**src/hw/rtl/pidt_pkg.sv**
```systemverilog
// Shared types, constants and helpers for the priority interrupt dispatch table.
// No dependencies; used by the top level and the checker.
`timescale 1ns / 1ps
`default_nettype none

package pidt_pkg;

    // Table depth, which sets the priority slots and the memory size.
    localparam int TABLE_ENTRIES = 8;
    // A dispatch emits at most this many beats.
    localparam int RESULT_LIMIT  = 8;

    localparam int IDX_W = (TABLE_ENTRIES > 1) ? $clog2(TABLE_ENTRIES) : 1;
    localparam int CNT_W = $clog2(TABLE_ENTRIES + 1);
    localparam int HIT_W = $clog2(RESULT_LIMIT + 1);

    // Function codes of an input beat.
    localparam logic [1:0] FUNC_REGISTER = 2'd0;
    localparam logic [1:0] FUNC_ENABLE   = 2'd1;
    localparam logic [1:0] FUNC_DISABLE  = 2'd2;
    localparam logic [1:0] FUNC_DISPATCH = 2'd3;

    // Bank codes.
    localparam logic [1:0] BANK_BASIC = 2'd0;
    localparam logic [1:0] BANK_ONE   = 2'd1;
    localparam logic [1:0] BANK_TWO   = 2'd2;

    // Result kinds.
    localparam logic KIND_REG      = 1'b0;
    localparam logic KIND_DISPATCH = 1'b1;

    // One table slot as stored in memory.
    typedef struct packed {
        logic [1:0] bank;
        logic [4:0] bitpos;
        logic [7:0] handler;
    } t_entry;

    localparam int ENTRY_W = $bits(t_entry);

    // Low three bits of a slot number, as reported on the result port.
    function automatic logic [2:0] slot_to_index(input logic [IDX_W-1:0] slot);
        logic [31:0] wide;
        wide = 32'(slot);
        return wide[2:0];
    endfunction

endpackage

`default_nettype wire

```
**src/hw/rtl/priority_interrupt_dispatch_table_top.sv**
```systemverilog
// Top level of the priority interrupt dispatch table: command decode, enable
// masks and the dispatch scan. Depends on pidt_pkg and pidt_ram.
`timescale 1ns / 1ps
`default_nettype none

// Channel   | Handshake               | Payload
// ----------+-------------------------+------------------------------------------------
// command   | i_start high, o_busy low | i_func, i_source, i_handler_id, i_raw_basic,
//           |                         | i_raw_bank_one, i_raw_bank_two
// result    | o_strobe, one cycle     | o_kind, o_accepted, o_entry_index,
//           |                         | o_handler_out, o_last
//
// Register, enable and disable commands finish in the cycle they are taken; a
// registration answer appears on the result ports in the next cycle and o_busy
// never rises for them. A dispatch reads the slot memory once per registered
// slot, one slot per cycle, and holds o_busy through the scan and flush states.
// Stopping at the eighth hit does not shorten the scan, since the eighth hit
// can only come from the last slot.
// Reset is synchronous and active low; it empties the table and clears all
// enable masks. The receiver cannot stall, so every result beat is final.

module priority_interrupt_dispatch_table_top
    import pidt_pkg::*;
(
    input  wire logic              i_clk,
    input  wire logic              i_rst_n,
    input  wire logic              i_start,
    output logic                   o_busy,
    input  wire logic [1:0]        i_func,
    input  wire logic signed [6:0] i_source,
    input  wire logic [7:0]        i_handler_id,
    input  wire logic [31:0]       i_raw_basic,
    input  wire logic [31:0]       i_raw_bank_one,
    input  wire logic [31:0]       i_raw_bank_two,
    output logic                   o_strobe,
    output logic                   o_kind,
    output logic                   o_accepted,
    output logic [2:0]             o_entry_index,
    output logic [7:0]             o_handler_out,
    output logic                   o_last
);

    typedef enum logic [1:0] {
        ST_IDLE,
        ST_SCAN,
        ST_FLUSH
    } t_state;

    t_state r_state;

    // Table fill level and the three enable masks.
    logic [CNT_W-1:0] r_count;
    logic [31:0]      r_en_basic;
    logic [31:0]      r_en_one;
    logic [31:0]      r_en_two;

    // Masked pending words captured when a dispatch is taken.
    logic [31:0]      r_pend_basic;
    logic [31:0]      r_pend_one;
    logic [31:0]      r_pend_two;

    // Scan pipeline: the issue index, the slot whose read data arrives now,
    // and a one-deep buffer holding the latest hit until we know if it is last.
    logic [CNT_W-1:0] r_issue_idx;
    logic             r_pipe_vld;
    logic [IDX_W-1:0] r_pipe_slot;
    logic             r_buf_vld;
    logic [IDX_W-1:0] r_buf_slot;
    logic [7:0]       r_buf_handler;
    logic [HIT_W-1:0] r_hits;
    logic             r_stop;

    logic             accept;
    logic [6:0]       neg_src;
    logic [1:0]       src_bank;
    logic [4:0]       src_bit;
    logic [31:0]      src_mask;
    logic             table_full;
    logic             reg_write;
    t_entry           wr_entry;
    logic             rd_en;
    t_entry           rd_entry;
    logic [31:0]      sel_pend;
    logic             hit;
    logic             scan_done;

    assign accept = i_start && !o_busy;
    assign o_busy = (r_state != ST_IDLE);

    // Source number to bank and bit. Zero and negative numbers fall in the
    // basic bank at bit minus source, wrapping modulo 32 below minus 31.
    always_comb begin
        neg_src = 7'(-i_source);
        if (i_source[6] || (i_source == 7'sd0)) begin
            src_bank = BANK_BASIC;
            src_bit  = neg_src[4:0];
        end else if (i_source[5]) begin
            src_bank = BANK_TWO;
            src_bit  = i_source[4:0];
        end else begin
            src_bank = BANK_ONE;
            src_bit  = i_source[4:0];
        end
        src_mask = 32'd1 << src_bit;
    end

    assign table_full = (r_count >= CNT_W'(TABLE_ENTRIES));
    assign reg_write  = accept && (i_func == FUNC_REGISTER) && !table_full;

    always_comb begin
        wr_entry.bank    = src_bank;
        wr_entry.bitpos  = src_bit;
        wr_entry.handler = i_handler_id;
    end

    // Reads stream out one slot per cycle until the table is exhausted or the
    // result limit has been reached.
    assign rd_en = (r_state == ST_SCAN) && !r_stop && (r_issue_idx < r_count);

    pidt_ram #(
        .WIDTH (ENTRY_W),
        .DEPTH (TABLE_ENTRIES)
    ) u_slots (
        .i_clk   (i_clk),
        .i_we    (reg_write),
        .i_waddr (r_count[IDX_W-1:0]),
        .i_wdata (wr_entry),
        .i_re    (rd_en),
        .i_raddr (r_issue_idx[IDX_W-1:0]),
        .o_rdata (rd_entry)
    );

    // Pending test of the slot whose data just came back.
    always_comb begin
        case (rd_entry.bank)
            BANK_BASIC: sel_pend = r_pend_basic;
            BANK_ONE:   sel_pend = r_pend_one;
            default:    sel_pend = r_pend_two;
        endcase
        hit = r_pipe_vld && !r_stop && sel_pend[rd_entry.bitpos];
    end

    assign scan_done = r_stop || (!rd_en && !r_pipe_vld);

    always_ff @(posedge i_clk) begin
        if (!i_rst_n) begin
            r_state     <= ST_IDLE;
            r_count     <= '0;
            r_en_basic  <= '0;
            r_en_one    <= '0;
            r_en_two    <= '0;
            r_pipe_vld  <= 1'b0;
            r_buf_vld   <= 1'b0;
            r_stop      <= 1'b0;
            r_hits      <= '0;
            r_issue_idx <= '0;
            o_strobe    <= 1'b0;
        end else begin
            o_strobe <= 1'b0;
            unique case (r_state)
                ST_IDLE: begin
                    if (accept) begin
                        unique case (i_func)
                            FUNC_REGISTER: begin
                                o_strobe <= 1'b1;
                                o_kind   <= KIND_REG;
                                o_last   <= 1'b1;
                                if (table_full) begin
                                    o_accepted    <= 1'b0;
                                    o_entry_index <= 3'd0;
                                    o_handler_out <= 8'd0;
                                end else begin
                                    o_accepted    <= 1'b1;
                                    o_entry_index <= slot_to_index(r_count[IDX_W-1:0]);
                                    o_handler_out <= i_handler_id;
                                    r_count       <= r_count + CNT_W'(1);
                                end
                            end
                            FUNC_ENABLE, FUNC_DISABLE: begin
                                unique case (src_bank)
                                    BANK_BASIC: r_en_basic <= (i_func == FUNC_ENABLE)
                                        ? (r_en_basic | src_mask) : (r_en_basic & ~src_mask);
                                    BANK_ONE:   r_en_one <= (i_func == FUNC_ENABLE)
                                        ? (r_en_one | src_mask) : (r_en_one & ~src_mask);
                                    default:    r_en_two <= (i_func == FUNC_ENABLE)
                                        ? (r_en_two | src_mask) : (r_en_two & ~src_mask);
                                endcase
                            end
                            default: begin
                                r_pend_basic <= i_raw_basic & r_en_basic;
                                r_pend_one   <= i_raw_bank_one & r_en_one;
                                r_pend_two   <= i_raw_bank_two & r_en_two;
                                r_issue_idx  <= '0;
                                r_pipe_vld   <= 1'b0;
                                r_buf_vld    <= 1'b0;
                                r_hits       <= '0;
                                r_stop       <= 1'b0;
                                r_state      <= ST_SCAN;
                            end
                        endcase
                    end
                end
                ST_SCAN: begin
                    r_pipe_vld  <= rd_en;
                    r_pipe_slot <= r_issue_idx[IDX_W-1:0];
                    if (rd_en) begin
                        r_issue_idx <= r_issue_idx + CNT_W'(1);
                    end
                    // A new hit releases the buffered one, which is then known
                    // not to be the final beat.
                    if (hit) begin
                        if (r_buf_vld) begin
                            o_strobe      <= 1'b1;
                            o_kind        <= KIND_DISPATCH;
                            o_accepted    <= 1'b1;
                            o_entry_index <= slot_to_index(r_buf_slot);
                            o_handler_out <= r_buf_handler;
                            o_last        <= 1'b0;
                        end
                        r_buf_vld     <= 1'b1;
                        r_buf_slot    <= r_pipe_slot;
                        r_buf_handler <= rd_entry.handler;
                        r_hits        <= r_hits + HIT_W'(1);
                        if (r_hits == HIT_W'(RESULT_LIMIT - 1)) begin
                            r_stop <= 1'b1;
                        end
                    end
                    if (scan_done) begin
                        r_state <= ST_FLUSH;
                    end
                end
                ST_FLUSH: begin
                    if (r_buf_vld) begin
                        o_strobe      <= 1'b1;
                        o_kind        <= KIND_DISPATCH;
                        o_accepted    <= 1'b1;
                        o_entry_index <= slot_to_index(r_buf_slot);
                        o_handler_out <= r_buf_handler;
                        o_last        <= 1'b1;
                    end
                    r_buf_vld  <= 1'b0;
                    r_pipe_vld <= 1'b0;
                    r_state    <= ST_IDLE;
                end
                default: begin
                    r_state <= ST_IDLE;
                end
            endcase
        end
    end

endmodule

`default_nettype wire

```
**src/hw/rtl/pidt_ram.sv**
```systemverilog
// Generic single-port-write, single-port-read RAM with a registered read.
// No dependencies.
`timescale 1ns / 1ps
`default_nettype none

module pidt_ram #(
    parameter int WIDTH = 8,
    parameter int DEPTH = 8
) (
    input  wire logic                                       i_clk,
    input  wire logic                                       i_we,
    input  wire logic [((DEPTH > 1) ? $clog2(DEPTH) : 1)-1:0] i_waddr,
    input  wire logic [WIDTH-1:0]                           i_wdata,
    input  wire logic                                       i_re,
    input  wire logic [((DEPTH > 1) ? $clog2(DEPTH) : 1)-1:0] i_raddr,
    output logic      [WIDTH-1:0]                           o_rdata
);

    logic [WIDTH-1:0] r_mem [DEPTH];

    always_ff @(posedge i_clk) begin
        if (i_we) begin
            r_mem[i_waddr] <= i_wdata;
        end
        if (i_re) begin
            o_rdata <= r_mem[i_raddr];
        end
    end

endmodule

`default_nettype wire

```
**config.mk**
```make
export PLATFORM = sky130hd
export DESIGN_NAME = priority_interrupt_dispatch_table_top
export DESIGN_NICKNAME = d
export VERILOG_FILES = /design/src/hw/rtl/pidt_pkg.sv /design/src/hw/rtl/priority_interrupt_dispatch_table_top.sv /design/src/hw/rtl/pidt_ram.sv
export SDC_FILE = /design/constraint.sdc
export NUM_CORES = 1
export LEC_CHECK = 0
export BUFFER_PORTS_ARGS = -buffer_cell sky130_fd_sc_hd__buf_2
export CAP_MARGIN = 25
export CORE_MARGIN = 1.5
export CORE_UTILIZATION = 31
export CTS_BUF_LIST = sky130_fd_sc_hd__clkbuf_4
export DETAILED_ROUTE_END_ITERATION = 12
export PLACE_DENSITY = 0.58
export SLEW_MARGIN = 0
export SYNTH_ARGS = -nofsm -noshare
export SYNTH_HDL_FRONTEND = slang
export SYNTH_SLANG_ARGS = --single-unit
```
**constraint.sdc**
```tcl
create_clock -name i_clk -period 3.5 [get_ports i_clk]
set_input_delay 0.525 -clock i_clk [delete_from_list [all_inputs] [get_ports i_clk]]
set_output_delay 0.525 -clock i_clk [all_outputs]
set_load 0.005 [all_outputs]
```
==> results_dict.tcl <==
set metrics [dict create \
    arrival_ns 3.54 \
    cts-buffers-inserted 91 \
    root_buffer "clkbuf_4" \
    wire_per_inst_um 18.6 \
    fin_worst_skew_ns 0.0498 \
    dp_cells 2003 \
    ys_top_cells_by_area "edfxtp_1, dfxtp_1, mux4_2" \
    yosysSeqAreaShare_pct 64.1 \
    max_freq_ghz 0.323 \
    syn_area_um2 15700 \
    ys_warn_count 0 \
    whs_ns 0.0583 \
    required_ns 3.94 \
    critPathTopFamily "compound AO/OA/AOI/OAI gates" \
    fin_setup_tns_ns 0 \
    cap_violations 0 \
    p_total_mw 9.67 \
    syn_area_per_cell_um2 12.9 \
    fin_nets 1586 \
    ys.flop_type "edfxtp_1" \
    slowest_stage "edfxtp_1" \
    path_cells "inv_1 -> nor3_1 -> o311ai_0 -> o22ai_1 -> a2bb2oi_2 -> a21oi_1 -> nor4b_2 -> buf_4" \
    avgViaCountPerCell 4.76 \
    tightest_slew_ns 0.686 \
    post-route-drc-count 0 \
    peakVddDrop_mv 0.193 \
    cts_tree "yes" \
    row_count 82 \
    grt_max_degree 106 \
    cts_max_level 3 \
    syn2layout_area_growth_pct 20.2 \
    critPathKind "flop to flop" \
    grt_usage_pct 15.8 \
    cp_max_fo 13 \
    vias 10500 \
    design_area_um2 18900 \
    start_kind "flop" \
    first_iter_violations 741 \
    drt_first_pass_iters 5 \
    cts_sinks 373 \
    rsz0062_at_grt "no" \
    clock_latency_ns 0.79 \
    cts.clk_slew.worst_paths_ns 0.07 \
    final_max_slew_viol_count 0 \
    synth-seq-cells 373 \
    syn_nets 1345 \
    max_slew_margin_pct 54.1 \
    cellLeakagePower_nw 6.98 \
    die_h_um 228 \
    fin_crit_sh_pct 88.5 \
    die_area_um2 52000 \
    status "finished clean" \
    ant_nets 0 \
    die_w_um 228 \
    synth-async-reset-ratio_pct 0 \
    crit_buf_inv 2 \
    hold_class "primary input to flop" \
    ctsLongestPathBuffers 3 \
    yosys.area.top_type_share_pct 49.6 \
    critPathMaxStageDelay_ns 0.74 \
    grt_first_pass_wirelength_mm 62.4 \
    wirelength_mm 41.0 \
    gp_congestion 0.849 \
    dpl-instance-area_um2 17400 \
    synth_edf_count 259 \
    ios 132 \
    initial_core_util_pct 31.3 \
    drive_gt1_share_pct 27.3 \
    dpl.hpwl_mm 28.7 \
    port_buffers 131 \
    power_density_nw_per_um2 512 \
    hold_viol 0 \
    post-route-min-period_ns 3.10 \
    grt_overflow_total 0 \
    final_cell_count_no_fill 2197 \
    antenna_found_initial 5 \
    crit_path_end_kind "flop" \
    setup_viol 0 \
    core_um2 50100 \
    grt_pass1_vias 10500 \
    syn_inst 1212 \
    yosysUniqueCellTypes 52 \
    yosysTopAreaCell "edfxtp_1" \
    post_cts_resized 0 \
]
-- placed cells by master, fill, tap and decap left out, types with 61 or more instances in the layout --
master	Yosys	final
buf_2	3	131
a21oi_1	61	61
mux2i_1	65	65
edfxtp_1	259	259
nor2_1	124	124
dfxtp_1	114	113
nand3_1	67	67
and2_1	97	97
clkbuf_4	0	123
nand2_1	77	77
-- logic make-up after synthesis --
group | after synthesis | share of synthesized area, %
mux | 143 | 12.7
fa+ha+maj | 17 | 1.36
buf+inv | 93 | 2.42
flops | 373 | 64.1
compound gates | 172 | 6.63
simple gates | 410 | 12.6
xor+xnor | 4 | 0.223
-- cells in the mapped netlist (3+ instances only) --
library cell and count:
o211ai_1 7, or3_1 5, o21a_1 4, edfxtp_1 259, o311ai_0 3, buf_2 3, buf_1 8, mux2_2 37
nand3_1 67, nor2_1 124, mux4_2 41, a22o_1 8, a31oi_1 5, inv_1 25, nor3_1 13, and2_1 97
nand4_1 3, o31ai_1 5, nor3b_1 3, a21oi_1 61, dfxtp_1 114, nand2_1 77, xor2_1 3, ha_1 17
mux2i_1 65, nor2b_1 4, nand2b_1 9, clkbuf_1 52, o21ai_0 60
-- power by group --
group          switching, mW  total [mW]  internal [mW]
Combinational          0.669        1.08          0.411
Clock                   1.74        3.68           1.94
Sequential            0.0613        4.91           4.84
-- layer usage --
metal / vias up / share of wire, % / track usage, %
met4: 6 / 1.9 / 5.19
met5: - / 0.061 / 0
met1: 5102 / 45 / 20.8
met3: 67 / 5.0 / 3.28
met2: 298 / 48 / 26.0
li1: 4995 / - / -
-- cell type report --
type | instances | area [um2]
antenna | 3 | 7.51
clock buffer | 123 | 923
clock inverter | 39 | 269
fill | 4970 | 31200
inverter | 27 | 103
multi-input combinational | 746 | 5290
sequential | 373 | 10100
tap | 672 | 841
timing repair buffer | 214 | 1380
-- what timing repair did --
item                                   4_1_cts  5_1_grt
hold buffers                                29        0
buffers inserted                             0        0
endpoints found under the hold margin       29        0
-- path summary, 6_finish.rpt --
kind	slack, ns	cells after the start	startpoint	endpoint
worst max register to register	0.40	8	u_slots.o_rdata[9]$_DFFE_PP_	o_handler_out[2]$_DFFE_PP_
worst min-delay path	0.06	2	i_raw_bank_one[1]	r_pend_one[1]$_DFFE_PP_
worst min register to register	0.42	0	r_pipe_slot[0]$_DFFE_PP_	r_buf_slot[0]$_DFFE_PP_
worst max-delay path	0.40	8	u_slots.o_rdata[9]$_DFFE_PP_	o_handler_out[2]$_DFFE_PP_
-- per-stage QoR --
stage | setup WS (ns) | utilization, %
floorplan | 0.409 | -
global placement | 0.466 | 34.7
detailed placement | 0.405 | 34.7
CTS | 0.413 | 37.7
global route | 0.215 | 37.7
finish | 0.403 | 37.7
No activity file was read; power rests on OpenSTA's default activity.
